===== config.mk =====
export PLATFORM = sky130hd
export DESIGN_NAME = adc_config_write_sequencer_top
export DESIGN_NICKNAME = d
export VERILOG_FILES = /design/src/rtl/core/acws_pkg.sv /design/src/rtl/core/acws_cfg_regs.sv /design/src/rtl/core/acws_word_gen.sv /design/src/rtl/core/adc_config_write_sequencer_top.sv
export VERILOG_INCLUDE_DIRS = /design/src /design/src/rtl/core
export SDC_FILE = /design/constraint.sdc
export NUM_CORES = 1
export LEC_CHECK = 0
export BUFFER_PORTS_ARGS = -buffer_cell sky130_fd_sc_hd__buf_2
export CORE_MARGIN = 2
export CORE_UTILIZATION = 25
export CTS_CLUSTER_DIAMETER = 120
export DETAILED_ROUTE_END_ITERATION = 10
export GPL_TIMING_DRIVEN = 0
export PLACE_DENSITY = 0.48
export SYNTH_ARGS = -nofsm -noshare
export SYNTH_HDL_FRONTEND = slang
export SYNTH_SLANG_ARGS = --single-unit

===== constraint.sdc =====
create_clock -name clk -period 4.5 [get_ports clk]
set_input_delay 0.9 -clock clk [delete_from_list [all_inputs] [get_ports clk]]
set_output_delay 0.9 -clock clk [all_outputs]
set_load 0.03 [all_outputs]

===== src/rtl/core/assert_macros.svh =====
// Assertion macros used by the top level of the ADC configuration write sequencer.
`ifndef ASSERT_MACROS_SVH
`define ASSERT_MACROS_SVH

// Property checked on every rising edge, switched off while reset is high.
`define ACWS_ASSERT(lbl, clk, rst, prop, msg) \
  lbl: assert property (@(posedge clk) disable iff (rst) prop) else $error(msg);

// Property checked on every rising edge, reset included.
`define ACWS_ASSERT_ALWAYS(lbl, clk, prop, msg) \
  lbl: assert property (@(posedge clk) prop) else $error(msg);

`endif


===== src/rtl/core/acws_pkg.sv =====
// Shared types, codes and constants of the ADC configuration write sequencer.
`default_nettype none

package acws_pkg;

  // Request types.
  localparam logic [1:0] REQ_LVDS = 2'd0;
  localparam logic [1:0] REQ_CHAN = 2'd1;
  localparam logic [1:0] REQ_TEST = 2'd2;
  localparam logic [1:0] REQ_NONE = 2'd3;

  // Test pattern selections; the two remaining codes act as off.
  localparam logic [2:0] TS_OFF     = 3'd0;
  localparam logic [2:0] TS_COUNTER = 3'd1;
  localparam logic [2:0] TS_ALT     = 3'd2;
  localparam logic [2:0] TS_SINGLE  = 3'd3;
  localparam logic [2:0] TS_DESKEW  = 3'd4;
  localparam logic [2:0] TS_SYNC    = 3'd5;

  // Configuration register indexes and port widths.
  localparam int unsigned CFG_IDX_W  = 3;
  localparam int unsigned CFG_DATA_W = 16;
  localparam logic [CFG_IDX_W-1:0] CFG_DRIVE = 3'd0;
  localparam logic [CFG_IDX_W-1:0] CFG_TERM  = 3'd1;
  localparam logic [CFG_IDX_W-1:0] CFG_ADV   = 3'd2;
  localparam logic [CFG_IDX_W-1:0] CFG_PHASE = 3'd3;
  localparam logic [CFG_IDX_W-1:0] CFG_CHAN  = 3'd4;

  // Reset values of the configuration registers.
  localparam logic [8:0]        RST_DRIVE = 9'd219;
  localparam logic [8:0]        RST_TERM  = 9'd0;
  localparam logic signed [1:0] RST_ADV   = 2'sd0;
  localparam logic [1:0]        RST_PHASE = 2'd0;
  localparam logic [15:0]       RST_CHAN  = 16'h8888;

  // Advance/delay settings.
  localparam logic signed [1:0] AD_ADVANCE = -2'sd1;
  localparam logic signed [1:0] AD_DELAY   = 2'sd1;

  // ADC register addresses.
  localparam logic [7:0] ADDR_DRIVE   = 8'h11;
  localparam logic [7:0] ADDR_TERM    = 8'h12;
  localparam logic [7:0] ADDR_ADV     = 8'h53;
  localparam logic [7:0] ADDR_PHASE   = 8'h42;
  localparam logic [7:0] ADDR_CHAN_A  = 8'h3a;
  localparam logic [7:0] ADDR_CHAN_B  = 8'h3b;
  localparam logic [7:0] ADDR_TEST_25 = 8'h25;
  localparam logic [7:0] ADDR_TEST_26 = 8'h26;
  localparam logic [7:0] ADDR_TEST_27 = 8'h27;
  localparam logic [7:0] ADDR_TEST_45 = 8'h45;

  // Data words.
  localparam logic [15:0] DATA_COUNTER = 16'h0040;
  localparam logic [15:0] DATA_ALT     = 16'h0020;
  localparam logic [15:0] DATA_SINGLE  = 16'h0010;
  localparam logic [15:0] DATA_DESKEW  = 16'h0001;
  localparam logic [15:0] DATA_SYNC    = 16'h0002;
  localparam logic [15:0] DATA_AD_ADV  = 16'h0020;
  localparam logic [15:0] DATA_AD_DLY  = 16'h0010;

  // Write position within a run.
  typedef logic [1:0] beat_t;
  localparam beat_t LAST_BEAT_CHAN = 2'd1;
  localparam beat_t LAST_BEAT_FULL = 2'd3;

  typedef struct packed {
    logic [8:0]        drive_currents;
    logic [8:0]        terminations;
    logic signed [1:0] advance_delay;
    logic [1:0]        lvds_phase_sel;
    logic [15:0]       channel_inputs;
  } cfg_t;

  typedef struct packed {
    logic [1:0]  req_type;
    logic [2:0]  test_sel;
    logic [15:0] test_word;
  } cmd_t;

  typedef struct packed {
    logic [7:0]  addr;
    logic [15:0] data;
    logic        last;
  } wr_t;

endpackage

`default_nettype wire


===== src/rtl/core/acws_cfg_regs.sv =====
// Configuration register file of the ADC configuration write sequencer.
`default_nettype none

module acws_cfg_regs (
  input  wire logic                                  clk,
  input  wire logic                                  rst,
  input  wire logic                                  wr_en,
  input  wire logic [acws_pkg::CFG_IDX_W-1:0]        wr_index,
  input  wire logic [acws_pkg::CFG_DATA_W-1:0]       wr_data,
  output acws_pkg::cfg_t                             cfg
);

  // Each write lands in the register that its index names; other indexes are dropped.
  always_ff @(posedge clk) begin
    if (rst) begin
      cfg.drive_currents <= acws_pkg::RST_DRIVE;
      cfg.terminations   <= acws_pkg::RST_TERM;
      cfg.advance_delay  <= acws_pkg::RST_ADV;
      cfg.lvds_phase_sel <= acws_pkg::RST_PHASE;
      cfg.channel_inputs <= acws_pkg::RST_CHAN;
    end else if (wr_en) begin
      case (wr_index)
        acws_pkg::CFG_DRIVE: cfg.drive_currents <= wr_data[8:0];
        acws_pkg::CFG_TERM:  cfg.terminations   <= wr_data[8:0];
        acws_pkg::CFG_ADV:   cfg.advance_delay  <= $signed(wr_data[1:0]);
        acws_pkg::CFG_PHASE: cfg.lvds_phase_sel <= wr_data[1:0];
        acws_pkg::CFG_CHAN:  cfg.channel_inputs <= wr_data[15:0];
        default: begin
        end
      endcase
    end
  end

endmodule

`default_nettype wire


===== src/rtl/core/acws_word_gen.sv =====
// Builds one register write of a run from the held command, the settings and the beat.
`default_nettype none

module acws_word_gen (
  input  wire acws_pkg::cmd_t  cmd,
  input  wire acws_pkg::cfg_t  cfg,
  input  wire acws_pkg::beat_t beat,
  output acws_pkg::wr_t        wr
);

  // A selection with more than one bit set is sent as zero.
  function automatic logic [3:0] one_hot_or_zero(input logic [3:0] v);
    logic [3:0] r;
    r = ((v & (v - 4'd1)) != 4'd0) ? 4'd0 : v;
    return r;
  endfunction

  logic [2:0]  drv_c, drv_f, drv_d;
  logic [2:0]  trm_c, trm_f, trm_d;
  logic        trm_any;
  logic [15:0] lvds_drive, lvds_term, lvds_adv, phase_word;
  logic [3:0]  in0, in1, in2, in3;
  logic [15:0] chan_a, chan_b;
  logic [15:0] t25, t26, t27, t45;

  // LVDS words: drive indices are sent inverted in their low two bits.
  always_comb begin
    drv_c      = cfg.drive_currents[2:0] ^ 3'd3;
    drv_f      = cfg.drive_currents[5:3] ^ 3'd3;
    drv_d      = cfg.drive_currents[8:6] ^ 3'd3;
    trm_c      = cfg.terminations[2:0];
    trm_f      = cfg.terminations[5:3];
    trm_d      = cfg.terminations[8:6];
    trm_any    = (cfg.terminations != 9'd0);
    lvds_drive = {5'd0, drv_d, 1'b0, drv_f, 1'b0, drv_c};
    lvds_term  = {1'b0, trm_any, 3'd0, trm_d, 1'b0, trm_f, 1'b0, trm_c};
    if (cfg.advance_delay == acws_pkg::AD_ADVANCE) begin
      lvds_adv = acws_pkg::DATA_AD_ADV;
    end else if (cfg.advance_delay == acws_pkg::AD_DELAY) begin
      lvds_adv = acws_pkg::DATA_AD_DLY;
    end else begin
      lvds_adv = 16'd0;
    end
    phase_word = {9'd0, cfg.lvds_phase_sel, 5'd0};
  end

  // Channel input words.
  always_comb begin
    in0    = one_hot_or_zero(cfg.channel_inputs[3:0]);
    in1    = one_hot_or_zero(cfg.channel_inputs[7:4]);
    in2    = one_hot_or_zero(cfg.channel_inputs[11:8]);
    in3    = one_hot_or_zero(cfg.channel_inputs[15:12]);
    chan_a = {3'd0, in1, 4'd0, in0, 1'b0};
    chan_b = {3'd0, in3, 4'd0, in2, 1'b0};
  end

  // Test pattern words; unknown selections leave everything at zero.
  always_comb begin
    t25 = 16'd0;
    t26 = 16'd0;
    t27 = 16'd0;
    t45 = 16'd0;
    case (cmd.test_sel)
      acws_pkg::TS_COUNTER: t25 = acws_pkg::DATA_COUNTER;
      acws_pkg::TS_ALT: begin
        t25 = acws_pkg::DATA_ALT;
        t26 = {cmd.test_word[15:8], 8'd0};
        t27 = {cmd.test_word[7:0], 8'd0};
      end
      acws_pkg::TS_SINGLE: begin
        t25 = acws_pkg::DATA_SINGLE;
        t26 = {cmd.test_word[7:0], 8'd0};
      end
      acws_pkg::TS_DESKEW: t45 = acws_pkg::DATA_DESKEW;
      acws_pkg::TS_SYNC:   t45 = acws_pkg::DATA_SYNC;
      default: begin
      end
    endcase
  end

  // Pick the write for this beat of the run.
  always_comb begin
    wr.addr = 8'd0;
    wr.data = 16'd0;
    wr.last = 1'b1;
    case (cmd.req_type)
      acws_pkg::REQ_LVDS: begin
        wr.last = (beat == acws_pkg::LAST_BEAT_FULL);
        case (beat)
          2'd0:    begin wr.addr = acws_pkg::ADDR_DRIVE; wr.data = lvds_drive; end
          2'd1:    begin wr.addr = acws_pkg::ADDR_TERM;  wr.data = lvds_term;  end
          2'd2:    begin wr.addr = acws_pkg::ADDR_ADV;   wr.data = lvds_adv;   end
          default: begin wr.addr = acws_pkg::ADDR_PHASE; wr.data = phase_word; end
        endcase
      end
      acws_pkg::REQ_CHAN: begin
        wr.last = (beat == acws_pkg::LAST_BEAT_CHAN);
        if (beat == 2'd0) begin
          wr.addr = acws_pkg::ADDR_CHAN_A;
          wr.data = chan_a;
        end else begin
          wr.addr = acws_pkg::ADDR_CHAN_B;
          wr.data = chan_b;
        end
      end
      acws_pkg::REQ_TEST: begin
        wr.last = (beat == acws_pkg::LAST_BEAT_FULL);
        case (beat)
          2'd0:    begin wr.addr = acws_pkg::ADDR_TEST_25; wr.data = t25; end
          2'd1:    begin wr.addr = acws_pkg::ADDR_TEST_26; wr.data = t26; end
          2'd2:    begin wr.addr = acws_pkg::ADDR_TEST_27; wr.data = t27; end
          default: begin wr.addr = acws_pkg::ADDR_TEST_45; wr.data = t45; end
        endcase
      end
      default: begin
      end
    endcase
  end

endmodule

`default_nettype wire


===== src/rtl/core/adc_config_write_sequencer_top.sv =====
// Top level of the ADC configuration write sequencer.
//
//   channel   direction  handshake            payload
//   command   in         in_valid / in_stall  req_type, test_sel, test_word
//   write     out        out_valid/out_stall  reg_addr, reg_data, last_write
//   config    in         wr_en                wr_index, wr_data
//
// A command is held in the command register while its run goes out, one write a cycle
// unless the write side stalls. An LVDS or test command has four writes, a channel sync
// command two. The next command is taken in the cycle its predecessor's last write
// enters the output register, so runs follow one another without a gap.
// A command of unknown type is taken and dropped with no writes.
// A stall on the write side holds the output register, and the command side stalls
// until the held run can move on. Reset is synchronous and empties both registers.
`default_nettype none

`include "assert_macros.svh"

module adc_config_write_sequencer_top (
  input  wire logic                             clk,
  input  wire logic                             rst,
  input  wire logic                             in_valid,
  output logic                                  in_stall,
  input  wire logic [1:0]                       req_type,
  input  wire logic [2:0]                       test_sel,
  input  wire logic [15:0]                      test_word,
  output logic                                  out_valid,
  input  wire logic                             out_stall,
  output logic [7:0]                            reg_addr,
  output logic [15:0]                           reg_data,
  output logic                                  last_write,
  input  wire logic                             wr_en,
  input  wire logic [acws_pkg::CFG_IDX_W-1:0]   wr_index,
  input  wire logic [acws_pkg::CFG_DATA_W-1:0]  wr_data
);

  acws_pkg::cfg_t  cfg;
  acws_pkg::cmd_t  cmd;
  acws_pkg::beat_t beat;
  acws_pkg::wr_t   wr;
  logic            cmd_valid;
  logic            load;
  logic            in_take;

  acws_cfg_regs u_cfg (
    .clk      (clk),
    .rst      (rst),
    .wr_en    (wr_en),
    .wr_index (wr_index),
    .wr_data  (wr_data),
    .cfg      (cfg)
  );

  acws_word_gen u_gen (
    .cmd  (cmd),
    .cfg  (cfg),
    .beat (beat),
    .wr   (wr)
  );

  // Handshake: a write moves into the output register when it is free or draining.
  always_comb begin
    load     = cmd_valid && (!out_valid || !out_stall);
    in_stall = cmd_valid && !(load && wr.last);
    in_take  = in_valid && !in_stall;
  end

  // Command register control: beat counter and occupancy.
  always_ff @(posedge clk) begin
    if (rst) begin
      cmd_valid <= 1'b0;
      beat      <= 2'd0;
    end else if (in_take) begin
      cmd_valid <= (req_type != acws_pkg::REQ_NONE);
      beat      <= 2'd0;
    end else if (load) begin
      cmd_valid <= !wr.last;
      beat      <= beat + 2'd1;
    end
  end

  // Command payload.
  always_ff @(posedge clk) begin
    if (in_take) begin
      cmd.req_type  <= req_type;
      cmd.test_sel  <= test_sel;
      cmd.test_word <= test_word;
    end
  end

  // Output register occupancy.
  always_ff @(posedge clk) begin
    if (rst) begin
      out_valid <= 1'b0;
    end else if (load) begin
      out_valid <= 1'b1;
    end else if (!out_stall) begin
      out_valid <= 1'b0;
    end
  end

  // Output payload.
  always_ff @(posedge clk) begin
    if (load) begin
      reg_addr   <= wr.addr;
      reg_data   <= wr.data;
      last_write <= wr.last;
    end
  end

  `ACWS_ASSERT_ALWAYS(a_reset_empty, clk, rst |=> !out_valid && !cmd_valid, "reset left an item in flight")
  `ACWS_ASSERT(a_take_when_done, clk, rst, in_take && cmd_valid |-> load && wr.last, "command taken over an unfinished run")
  `ACWS_ASSERT(a_chan_beats, clk, rst, cmd_valid && cmd.req_type == acws_pkg::REQ_CHAN |-> beat <= acws_pkg::LAST_BEAT_CHAN, "channel sync run overran")
  `ACWS_ASSERT(a_last_addr, clk, rst, out_valid && last_write |-> reg_addr == acws_pkg::ADDR_PHASE || reg_addr == acws_pkg::ADDR_CHAN_B || reg_addr == acws_pkg::ADDR_TEST_45, "last marker on a write that does not end a run")

endmodule

`default_nettype wire


* Word level (Yosys, flattened, before mapping)
Index checks and enable logic that the tools add are counted.
Operators by class: add/subtract/negate cells 5, equal/unequal tests 18, multiplexer cells 18, bitwise gates (word level) 7, reduce and logical (&&, ||, !) cells 25
Operators with widths (number):
- 23-bit case mux with 3 select lines | 2
- 25-bit case mux with 3 select lines | 1
- 16-bit 2-to-1 mux | 2
- 16-bit case mux with 2 select lines | 1
- 7-bit case mux with 3 select lines | 1
- 17-bit 2-to-1 mux | 1
- 4-bit bitwise AND | 4
- 4-bit 2-to-1 mux | 4
- 4-bit nonzero test | 4
- 4-bit by 1-bit subtractor with 4-bit output, second input constant | 4
- 3-bit by 2-bit equality test with 1-bit output, second input constant | 4
- 2-bit AND reduction | 5
- 3-bit equality test, second input constant | 3
- 9-bit nonzero test | 1
- 2-bit equality test, second input constant | 4
- 2-bit by 1-bit equality test with 1-bit output, second input constant | 3
- 3-bit by 1-bit equality test with 1-bit output, second input constant | 2
- 2-bit NOT | 3
- 1-bit logical NOT | 5
- 5-bit 2-to-1 mux | 1
- 1-bit logical AND | 4
- 2-bit logical NOT | 2
- 1-bit 2-to-1 mux | 4
- 2-bit case mux with 2 select lines | 1
- 7 further kinds | 7
Word-level totals: bits in registers 88, output and inout bits 27

* Depth between registers and ports, before layout
Gate-level depths: netlist (run 1).
depth after elaboration 12, mapped depth 7, depth with buffers taken out 6

* Modules after synthesis
Synthesis (run 1) repeated with hierarchy kept, for this count alone.
Unflattened totals: cells, all modules 347, area, all modules 4056.4 µm²
By module, submodules not included:
- acws_cfg_regs | times used 1, cells each 154, area an instance 1609.0 µm²
- adc_config_write_sequencer_top | times used 1, cells each 70, area an instance 1577.8 µm²
- acws_word_gen | times used 1, cells each 123, area an instance 869.6 µm²

* Worst setup path after synthesis (run 1)
No wires, ideal clock.
path type input to output, start in out_stall, end out in_stall, arrival 1.324 ns, required time 3.600 ns, setup slack 2.276 ns, stages 3, cell sequence o2bb2ai_1 o21ai_1 inv_1
On the way: longest elaborated chain between the ends 6
Ends and longest elaborated chain:
- from (decl) | line adc_config_write_sequencer_top.sv:28 | input wire logic out_stall,
- 1-bit logical NOT
- 1-bit logical OR | line adc_config_write_sequencer_top.sv:63 | load = cmd_valid && (!out_valid || !out_stall);
- 1-bit logical AND | line adc_config_write_sequencer_top.sv:63
- 1-bit logical AND | line adc_config_write_sequencer_top.sv:64 | in_stall = cmd_valid && !(load && wr.last);
- 1-bit logical NOT | line adc_config_write_sequencer_top.sv:64
- 1-bit logical AND | line adc_config_write_sequencer_top.sv:64
- to (decl) | line adc_config_write_sequencer_top.sv:23 | output logic in_stall,
No other way between the ends.

* Worst setup path after layout (run 1)
start reg beat[1], end out in_stall
On the way: longest elaborated chain between the ends 5
Ends and longest elaborated chain:
- from (decl) | line adc_config_write_sequencer_top.sv:39 | acws_pkg::beat_t beat;
- from (signal assigned) | line adc_config_write_sequencer_top.sv:78 | beat <= beat + 2'd1;
- 2-bit equality test / 2-bit by 1-bit equality test with 1-bit output (equally long branches) | line acws_word_gen.sv:88, acws_word_gen.sv:107, acws_word_gen.sv:97
- 25-bit case mux with 3 select lines (*) | line acws_word_gen.sv:86 | case (cmd.req_type)
- 1-bit logical AND (*) | line adc_config_write_sequencer_top.sv:64
- 1-bit logical NOT (*) | line adc_config_write_sequencer_top.sv:64
- 1-bit logical AND (*) | line adc_config_write_sequencer_top.sv:64
Mark *: on every way between the ends. The rest lies on a longest branch, timed or not.

==> flow_summary.rst, run 1 <==
.. list-table::
   :header-rows: 1

   * - Metric
     - Value
   * - Result of the run
     - finished clean
   * - Worst-skew pair later-pin latency
     - about 0.34 ns
   * - Largest clock skew in the final design
     - 0.009077 ns
   * - Total global routing overflow
     - 0
   * - Ratio of total power to cell area
     - 385.9 nW/um^2
   * - Post-layout nets
     - ~500
   * - Post-CTS clock slew at the launch and capture registers of the worst setup and hold paths
     - 0.06 ns
   * - Maximum level of the CTS H-tree
     - 3
   * - Area of the placeable core
     - 14,480 um^2
   * - Internal power component
     - approximately 1.3 mW
   * - Final Hold Fails
     - 0
   * - Flop and latch count out of synthesis
     - 86
   * - Fraction of layout cells with a size suffix above 1
     - 22.82%
   * - Total Die Area
     - 15,710 um^2
   * - Pin count of the biggest net entering global routing
     - 24
   * - Switching power of the nets
     - approximately 0.44 mW
   * - Unique cell type count in the Yosys netlist
     - 46
   * - Number of max-slew violations in the final report
     - 0
   * - Number of optimization iterations in the first detailed-route pass
     - 4
   * - Number of inserted filler cells in the final layout
     - 1,509
   * - Most common flop cell mapped by yosys
     - edfxtp_1
   * - Timing-limited maximum frequency
     - 373.9 MHz
   * - Setup violations, final
     - 0
   * - Number of synthesis warnings
     - 0
   * - Total negative slack
     - 0 ns
   * - Total vias in the final route
     - 2,937
   * - FFs w/ async S/R, synth
     - 0%
   * - Static leakage
     - about 1.7 nW
   * - Number of cells produced by synthesis
     - 362
   * - Violation count after the first detailed-routing iteration
     - 201
   * - Mapped Avg Cell Area
     - 10.17 um^2
   * - Depth of the worst hold-timing path
     - 2
   * - # placed instances
     - 615
   * - Number of antenna repair diodes
     - 0
   * - Port-buffer cells
     - approximately 70
   * - Sequential-to-total area share from yosys stat
     - 58.74%
   * - Hold Crit Class
     - reg2reg
   * - Reg2Reg Capture Point
     - cmd[11]
   * - Crit path max fanout
     - 7
   * - Count of boundary I/O pins
     - 72
   * - Crit Path Class
     - reg2out
   * - Clock tree root driver cell
     - clkbuf_16
   * - Clock net sink count
     - between 80 and 90
   * - Netlist area before placement
     - 3681 um^2
   * - Net switching share of the total power
     - 25.31%
   * - Relative contribution of the clock network to total power
     - 40.5%
   * - Hold-fix buffer count after cts
     - 0
   * - Die boundary width
     - 125.3 um
   * - Worst setup SP type
     - flip-flop
   * - Hold path start
     - u_cfg.cfg[34]
   * - Buffer count from post-CTS setup fixing
     - 0
   * - Reg-to-reg slack, setup
     - 2.15 ns
   * - Number of design rule violations left after detail routing
     - 0
   * - Transition at the pin with the smallest max-transition slack
     - 1.028 ns
   * - Worst Reg2Reg Path Length in Cells
     - 5
   * - Type of destination of the critical path
     - primary output
   * - Combinational share of power
     - under 10%
   * - Worst reg2reg path startpoint
     - beat[1]
   * - Worst-case clock buffer depth
     - 2
   * - Data arrival time at the worst-slack endpoint
     - 1.77 ns
   * - Post-Route WL
     - 10.14 mm
   * - Number of cells upsized or downsized after cts
     - 0
   * - Fin crit share
     - 59.44%
   * - Headroom to the max-slew limit
     - 31.50%
   * - Required time worst endpoint
     - 3.60 ns
   * - Least setup slack across all paths after layout
     - 1.825 ns
   * - Final min period
     - 2.675 ns
   * - Clock tree from TritonCTS
     - done
   * - Antenna Violating Nets Remaining
     - 0
   * - Min-Delay Endpoint
     - u_cfg.cfg[34]
   * - Number of buffers created by CTS
     - 9
   * - Maximum vdd ir drop
     - 156.9 uV
   * - Overall fraction of global-route tracks in use
     - around an eighth
   * - Vias in the first global route
     - between 2,000 and 3,000
   * - Power share of the sequential group
     - 50.2%
   * - Avg Vias per Cell
     - 4.655
   * - Pre-CTS WS
     - 1.911 ns
   * - Chip height
     - 125.3 um
   * - Commonest cells after routing, fill and taps aside
     - nand2_1, buf_2, edfxtp_1
   * - RSZ-0062 raised after global routing
     - false
   * - Most common cell after layout, fill and taps aside
     - nand2_1
   * - Number of enable-type register cells in the synthesized netlist
     - 44
   * - Overall power
     - 1.751 mW
   * - DPL Wire Length
     - roughly 7.4 mm
   * - Initial antenna violation count
     - 0
   * - Last weighted congestion value of the routability-driven placer
     - between 0.7 and 0.8
   * - Worst setup path startpoint
     - beat[1]
   * - Synth-to-layout area growth
     - 23.28%
   * - Global-route wire length before repair
     - 15.72 mm
   * - Std-Cell Rows
     - 44
   * - Wire length per cell after detailed routing
     - 16.07 um
   * - Post-Layout Cell Count
     - 631
   * - Number of maximum-capacitance constraint violations
     - 0
   * - Initial Utilization
     - 25.42%
==> worst max-delay path by stage <==
stage               endpoint  slack [ns]  cells past startpoint
floorplan           in_stall        2.28                      3
global placement      cmd[3]        1.93                      4
detailed placement    cmd[5]        1.91                      4
CTS                 in_stall        1.79                      6
global route        in_stall        1.72                      6
finish              in_stall        1.83                      6
==> worst max-delay path: stages, from the launching register on <==
cell and delay [ns]:
dfxtp_1 0.40, inv_1 0.10, ha_1 0.30, nor3b_2 0.26, o21ai_1 0.13, inv_1 0.06
buf_2 0.18
==> per-stage QoR <==
stage | hold WS [ns] | cell area (um^2) | utilization [%]
detailed placement | 0.4515 | 4255 | 29.39
finish | 0.4611 | 4538 | 31.34
floorplan | 0.4321 | 3685 | -
CTS | 0.4626 | 4538 | 31.34
global route | 0.4900 | 4538 | 31.34
global placement | 0.4487 | 4255 | 29.39
==> synth_stat cells, types with 3 or more instances <==
cell type | count | area [um^2]
mux2i_1 | 6 | 60.06
o221ai_1 | 3 | 26.28
o211ai_1 | 4 | 30.03
nor3_1 | 3 | 15.01
inv_1 | 13 | 48.80
and4b_1 | 3 | 30.03
o22ai_1 | 3 | 18.77
o21ai_0 | 5 | 25.02
nand3b_1 | 13 | 97.59
clkbuf_1 | 7 | 26.28
edfxtp_1 | 44 | 1321
dfxtp_1 | 42 | 840.8
nand2_1 | 82 | 307.8
a21oi_1 | 33 | 165.2
buf_2 | 8 | 40.04
nand2b_1 | 5 | 31.28
nor2b_1 | 3 | 18.77
o21ai_1 | 3 | 15.01
ha_1 | 6 | 75.07
a22oi_1 | 9 | 67.56
nor4_1 | 5 | 31.28
nor2_1 | 23 | 86.33
buf_4 | 4 | 30.03
a32oi_1 | 5 | 43.79
nand3_1 | 3 | 15.01
==> final cells by class <==
class | count | area, um^2 | share of cell area, %
buffer | 19 | 96.34 | 2.123
clock buffer | 10 | 239.0 | 5.266
clock inverter | 6 | 43.79 | 0.9650
inverter | 15 | 56.30 | 1.241
multi-input combinational | 243 | 1370 | 30.19
sequential | 86 | 2162 | 47.64
tap | 184 | 230.2 | 5.073
timing repair buffer | 68 | 340.3 | 7.499
==> cells by family (layout without fill, tap and decap cells) <==
| kind of cell | after synthesis | after routing | synth area share, % |
|---|---|---|---|
| other | 1 | 2 | 0.1019 |
| AND/OR/NAND/NOR | 154 | 154 | 20.50 |
| buffers and inverters | 34 | 118 | 4.147 |
| AO/OA/AOI/OAI | 74 | 74 | 12.61 |
| XOR/XNOR | 1 | 1 | 0.2380 |
| adder cells (fa/ha/maj) | 6 | 6 | 2.039 |
| multiplexers | 6 | 6 | 1.632 |
| flip-flops | 86 | 86 | 58.74 |
==> registers in the layout, indices dropped and copies added (netlist names) <==
| name | cells |
|---|---|
| u_cfg.cfg | 38 |
| cmd | 21 |
| reg_data | 15 |
| reg_addr | 7 |
| beat | 2 |
| cmd_valid | 1 |
| last_write | 1 |
| out_valid | 1 |
==> routing by layer <==
| metal | up-vias | global-route usage [%] | part of all wire (%) | routed length, um |
|---|---|---|---|---|
| met4 | 0 | 4.183 | 1.6 | 165 |
| met5 | - | 0 | 0 | 0 |
| met3 | 13 | 3.081 | 6.0 | 605 |
| li1 | 1447 | - | - | - |
| met1 | 1379 | 17.45 | 48 | 4870 |
| met2 | 98 | 20.59 | 44 | 4499 |
==> power groups by stage <==
stage	sequential, mW	clock [mW]	combinational (mW)
after floorplan	0.916	0	0.0750
after global placement	0.895	0	0.162
after detailed placement	0.896	0	0.164
after CTS	0.879	0.722	0.165
after global routing	0.882	0.755	0.179
final	0.878	0.710	0.163
Power figures use the tool's default switching activity.
==> run 2, diff against run 1 <==
Clock period 4.5 ns to 2.5 ns, I/O delays scaled along.
==> run 2 against run 1 <==
Effect of this change:
- first-iteration DRC count is the same
- die area is the same
- register-to-register slack lost 1.8 ns
- critical path depth is the same
- critical endpoint unchanged
==> flow_summary.rst, run 2 (synthesized netlist as in run 1, its figures left out) <==
.. list-table::
   :header-rows: 1

   * - Metric
     - Value
   * - Clock tree from TritonCTS
     - done
   * - Clock net sink count
     - 86
   * - Overall power
     - 3.152 mW
   * - Hold-fix buffer count after cts
     - 0
   * - Layout Cell Area excl Fill
     - 4539 um^2
   * - Vias in the first global route
     - 2,937
   * - Total Die Area
     - approximately 16,000 um^2
   * - Post-Route WL
     - 10.14 mm
   * - Crit Path Class
     - reg2out
   * - Count of boundary I/O pins
     - 72
   * - Chip height
     - 125.3 um
   * - Largest clock skew in the final design
     - 0.009077 ns
   * - Hold Crit Class
     - in2reg
   * - Number of inserted filler cells in the final layout
     - between 1,500 and 2,000
   * - Fin crit share
     - 90.98%
   * - Number of cells upsized or downsized after cts
     - 0
   * - Pin count of the biggest net entering global routing
     - 24
   * - Post-layout nets
     - 493
   * - Number of antenna repair diodes
     - 0
   * - Worst setup SP type
     - flip-flop
   * - Initial antenna violation count
     - 0
   * - RSZ-0062 raised after global routing
     - false
   * - Antenna Violating Nets Remaining
     - 0
   * - Headroom to the max-slew limit
     - roughly a third
   * - DPL Wire Length
     - 7.374 mm
   * - Maximum vdd ir drop
     - ~280 uV
   * - Number of design rule violations left after detail routing
     - 0
   * - Type of destination of the critical path
     - primary output
   * - Peak per-stage delay on the critical path
     - about 0.4 ns
   * - Avg Vias per Cell
     - 4.655
   * - Post-Layout Cell Count
     - 631
   * - Least setup slack across all paths after layout
     - approximately 0.23 ns
   * - Transition at the pin with the smallest max-transition slack
     - around 1.0 ns
   * - Clock tree root driver cell
     - clkbuf_16
   * - Worst Reg2Reg Path Length in Cells
     - 6
   * - Largest registers
     - u_cfg.cfg (38), cmd (21), reg_data (15)
   * - Depth of the worst hold-timing path
     - 1
   * - Total global routing overflow
     - 0
   * - Most common cell after layout, fill and taps aside
     - nand2_1
   * - Buffer count from post-CTS setup fixing
     - 0
   * - Violation count after the first detailed-routing iteration
     - 201
   * - Port-buffer cells
     - 68
   * - Area of the placeable core
     - 14,480 um^2
   * - Total vias in the final route
     - 2,937
   * - Total negative slack
     - 0 ns
   * - # placed instances
     - between 600 and 700
   * - Register containing the most flip-flops in the final layout
     - u_cfg.cfg
   * - Number of maximum-capacitance constraint violations
     - 0
   * - Data arrival time at the worst-slack endpoint
     - 1.77 ns
   * - Worst-case clock buffer depth
     - 2
   * - Global-route wire length before repair
     - approximately 16 mm
   * - Std-Cell Rows
     - 44
   * - Hold path start
     - test_word[10]
   * - Last weighted congestion value of the routability-driven placer
     - ~0.78
   * - List of cells traversed by the critical path
     - inv_1 > ha_1 > nor3b_2 > o21ai_1 > inv_1 > buf_2
   * - Worst-skew pair later-pin latency
     - 0.34 ns
   * - Commonest cells after routing, fill and taps aside
     - nand2_1, buf_2, edfxtp_1
   * - Number of buffers created by CTS
     - 9
   * - Ratio of total power to cell area
     - just under 700 nW/um^2
   * - Setup violations, final
     - 0
   * - Overall fraction of global-route tracks in use
     - between 10% and 20%
   * - Pre-CTS WS
     - 0.1052 ns
   * - Maximum level of the CTS H-tree
     - 3
   * - Wire length per cell after detailed routing
     - 16.07 um
   * - Worst reg2reg path startpoint
     - beat[1]
   * - Initial Utilization
     - 25.42%
   * - Crit path max fanout
     - 7
   * - Fraction of layout cells with a size suffix above 1
     - 23.04%
   * - Number of max-slew violations in the final report
     - 0
   * - Required time worst endpoint
     - 2.00 ns
   * - Placed Instance Area
     - 4255 um^2
   * - Cell seen most often among critical-path stages
     - inv_1
   * - Static leakage
     - 1.750 nW
   * - Die boundary width
     - 125.3 um
   * - Number of flip-flops under the largest register name
     - 38
   * - Post-CTS clock slew at the launch and capture registers of the worst setup and hold paths
     - 0.06 ns
   * - Timing-limited maximum frequency
     - 439.6 MHz
   * - Worst setup path startpoint
     - beat[1]
   * - Critical-path top delay cell
     - dfxtp_1
   * - Synth-to-layout area growth
     - 23.32%
   * - Final Hold Fails
     - 0
   * - Final min period
     - 2.275 ns
   * - Number of optimization iterations in the first detailed-route pass
     - 4
   * - Result of the run
     - finished clean
## run 2: through the flow
stage          util (%)  hold slack [ns]
6_report          31.35           0.3343
5_1_grt           31.35           0.3224
4_1_cts           31.34           0.3236
3_5_place_dp      29.39           0.4515
3_3_place_gp      29.39           0.4487
2_1_floorplan         -           0.4321
## run 2: report_power, final
| group | switching, mW | internal [mW] |
|---|---|---|
| combinational | 0.198 | 0.0954 |
| sequential | 0.0278 | 1.55 |
| clock | 0.572 | 0.706 |
## run 2: worst paths after layout
kind / end / slack [ns]
hold reg to reg: u_cfg.cfg[34] / 0.46
setup reg to reg: reg_data[10] / 0.37
setup / recovery: in_stall / 0.23
hold / removal: cmd[10] / 0.33
## run 2: critical path, delay by kind of cell, from the launching register on
family,cells,cell delay [ns]
AND/OR/NAND/NOR,1,0.26
AO/OA/AOI/OAI,1,0.13
adder cells (fa/ha/maj),1,0.30
buffers and inverters,3,0.34
flip-flops,1,0.40
## run 2: layout make-up
cell class	count	area, um^2	area share, %
Tap cell	184	230.2	5.072
Sequential cell	86	2162	47.63
Buffer	19	96.34	2.122
Timing Repair Buffer	68	340.3	7.497
Clock buffer	10	239.0	5.265
Clock inverter	6	43.79	0.9647
Multi-Input combinational cell	243	1371	30.21
Inverter	15	56.30	1.240
## run 2: metal layers
| layer | track usage, % | up-vias | routed length (um) |
|---|---|---|---|
| met3 | 3.081 | 13 | 605 |
| met5 | 0 | - | 0 |
| met4 | 4.183 | 0 | 165 |
| met2 | 20.59 | 98 | 4499 |
| li1 | - | 1447 | - |
| met1 | 17.45 | 1379 | 4870 |
==> run 3, diff against run 2 <==
Settings changed: CORE_ASPECT_RATIO from default to 0.75.
==> run 3 against run 2 <==
Effect of this change:
- die area barely moved
- clock skew fell by 0.0020 ns
- critical path depth did not move
- hold slack barely moved
- utilization rose by 0.19 points
- design area rose by 0.11%
- maximum frequency fell by 1.0%
- clock-buffer cell count did not move
- register-to-register slack improved by 0.09 ns
- global-route usage rose by 0.27 points
- critical endpoint unchanged
- largest power group unchanged
- highest routed layer unchanged
==> flow_summary.rst, run 3 (synthesized netlist as in run 1, its figures left out) <==
.. list-table::
   :header-rows: 1

   * - Metric
     - Value
   * - Result of the run
     - finished clean
   * - Port-buffer cells
     - 68
   * - Transition at the pin with the smallest max-transition slack
     - 1.033 ns
   * - Reg-to-reg slack, setup
     - 0.46 ns
   * - Chip height
     - 109.1 um
   * - Number of optimization iterations in the first detailed-route pass
     - 4
   * - Final min period
     - 2.298 ns
   * - Required time worst endpoint
     - 2.00 ns
   * - Total Die Area
     - 15,720 um^2
   * - Count of boundary I/O pins
     - 72
   * - Data arrival time at the worst-slack endpoint
     - 1.80 ns
   * - Metal-1 WL
     - 4.888 mm
   * - Number of max-slew violations in the final report
     - 0
   * - Relative contribution of the clock network to total power
     - about two fifths
   * - Post-CTS clock slew at the launch and capture registers of the worst setup and hold paths
     - approximately 0.06 ns
   * - Vias in the first global route
     - approximately 2,800
   * - Number of cells upsized or downsized after cts
     - 0
   * - Buffer count from post-CTS setup fixing
     - 0
   * - Largest clock skew in the final design
     - 0.007109 ns
   * - Setup violations, final
     - 0
   * - Layout Cell Area excl Fill
     - about 4500 um^2
   * - Initial antenna violation count
     - 0
   * - Switching power of the nets
     - 0.7666 mW
   * - Violation count after the first detailed-routing iteration
     - 219
   * - DPL Wire Length
     - 7.534 mm
   * - Ratio of total power to cell area
     - 678.8 nW/um^2
   * - Overall fraction of global-route tracks in use
     - 13.22%
   * - Die boundary width
     - roughly 140 um
   * - Number of buffers created by CTS
     - 9
   * - Most common cell after layout, fill and taps aside
     - nand2_1
   * - Worst setup SP type
     - flip-flop
   * - # placed instances
     - about 630
   * - Worst-skew pair later-pin latency
     - 0.34 ns
   * - Headroom to the max-slew limit
     - between 30% and 40%
   * - Crit path max fanout
     - 7
   * - Final Hold Fails
     - 0
   * - Global-route wire length before repair
     - 15.40 mm
   * - Placed Instance Area
     - 4275 um^2
   * - Clock tree from TritonCTS
     - done
   * - Number of flip-flops under the largest register name
     - 38
   * - Clock tree root driver cell
     - clkbuf_16
   * - Number of maximum-capacitance constraint violations
     - 0
   * - Std-Cell Rows
     - 38
   * - Synth-to-layout area growth
     - 23.45%
   * - Hold-fix buffer count after cts
     - 0
   * - Worst-case clock buffer depth
     - 2
   * - Hold Crit Class
     - in2reg
   * - Crit Path Class
     - reg2out
   * - Internal power component
     - 2.318 mW
   * - Total length of routed met3 wires
     - 713 um
   * - Fraction of layout cells with a size suffix above 1
     - 22.60%
   * - Total negative slack
     - 0 ns
   * - Commonest cells after routing, fill and taps aside
     - nand2_1, buf_2, edfxtp_1
   * - Area of the placeable core
     - between 10,000 and 15,000 um^2
   * - Maximum level of the CTS H-tree
     - 3
   * - Post-Layout Cell Count
     - approximately 650
   * - Last weighted congestion value of the routability-driven placer
     - 0.7955
   * - Fin crit share
     - 91.90%
   * - Wire length per cell after detailed routing
     - 15.57 um
   * - RSZ-0062 raised after global routing
     - false
   * - Initial Utilization
     - 25.55%
   * - Pin count of the biggest net entering global routing
     - 24
   * - Total vias in the final route
     - 2,942
   * - Top layer in use
     - met4
   * - Number of antenna repair diodes
     - 0
   * - Power share of the sequential group
     - between 50 and 60%
   * - Routed length on met2
     - 4.389 mm
   * - Net switching share of the total power
     - 24.85%
   * - Static leakage
     - 1.741 nW
   * - Type of destination of the critical path
     - primary output
   * - Antenna Violating Nets Remaining
     - 0
   * - Combinational share of power
     - a little under a tenth
   * - Total global routing overflow
     - 0
   * - Number of design rule violations left after detail routing
     - 0
   * - Overall power
     - 3.085 mW
   * - Timing-limited maximum frequency
     - 435.2 MHz
   * - Clock net sink count
     - 86
   * - Post-layout nets
     - 493
   * - Maximum vdd ir drop
     - 316.1 uV
   * - Avg Vias per Cell
     - 4.547
   * - Post-Route WL
     - 10.07 mm
   * - Register containing the most flip-flops in the final layout
     - u_cfg.cfg
   * - Largest registers
     - u_cfg.cfg (38), cmd (21), reg_data (15)
==> run 3: changes by cell type in the layout (fill, tap and decap cells not counted), sizes merged <==
cell / change
inv: -2
clkinv: +2
==> run 3: power groups by stage <==
stage	combinational (mW)	sequential (mW)	clock [mW]
after CTS	0.297	1.58	1.24
after global placement	0.292	1.61	0
after detailed placement	0.295	1.61	0
final	0.292	1.58	1.21
after global routing	0.321	1.59	1.29
after floorplan	0.135	1.65	0
==> run 3: cell type report <==
class                   count  area [um^2]
clock inverters             6        38.79
fillers                  1513         9862
well taps                 200        250.2
multi-input cells         243         1371
inverters                  15        56.30
flip-flops and latches     86         2162
plain buffers              19        96.34
repair buffers             68        340.3
clock buffers              10        229.0
==> run 3: critical path, cell delays in order (launching register included) <==
cell and delay (ns):
dfxtp_1 0.40, inv_1 0.10, ha_1 0.30, nor3b_2 0.27, o21ai_1 0.14, inv_1 0.06, buf_2 0.18
==> run 3: per-stage QoR <==
step / hold WS (ns) / worst slack (ns) / utilization, %
detailed placement: 0.4512 / 0.07558 / 29.68
global route: 0.3243 / 0.06024 / 31.54
global placement: 0.4464 / 0.1423 / 29.68
CTS: 0.3247 / 0.06988 / 31.54
finish: 0.3345 / 0.2025 / 31.54
floorplan: 0.4321 / 0.5884 / -
==> run 3: path summary, 6_finish.rpt <==
| check | depth (start not counted) | from | to |
|---|---|---|---|
| max | 6 | beat[1] | in_stall |
| min | 1 | test_word[14] | cmd[14] |
| max reg2reg | 5 | beat[1] | cmd[4] |
| min reg2reg | 2 | u_cfg.cfg[37] | u_cfg.cfg[37] |
==> run 3: metal layers <==
metal  vias up  GRT usage, %
li1       1438             -
met2        83         19.93
met1      1413         18.92
met3         8         3.601
met5         -             0
met4         0         2.941
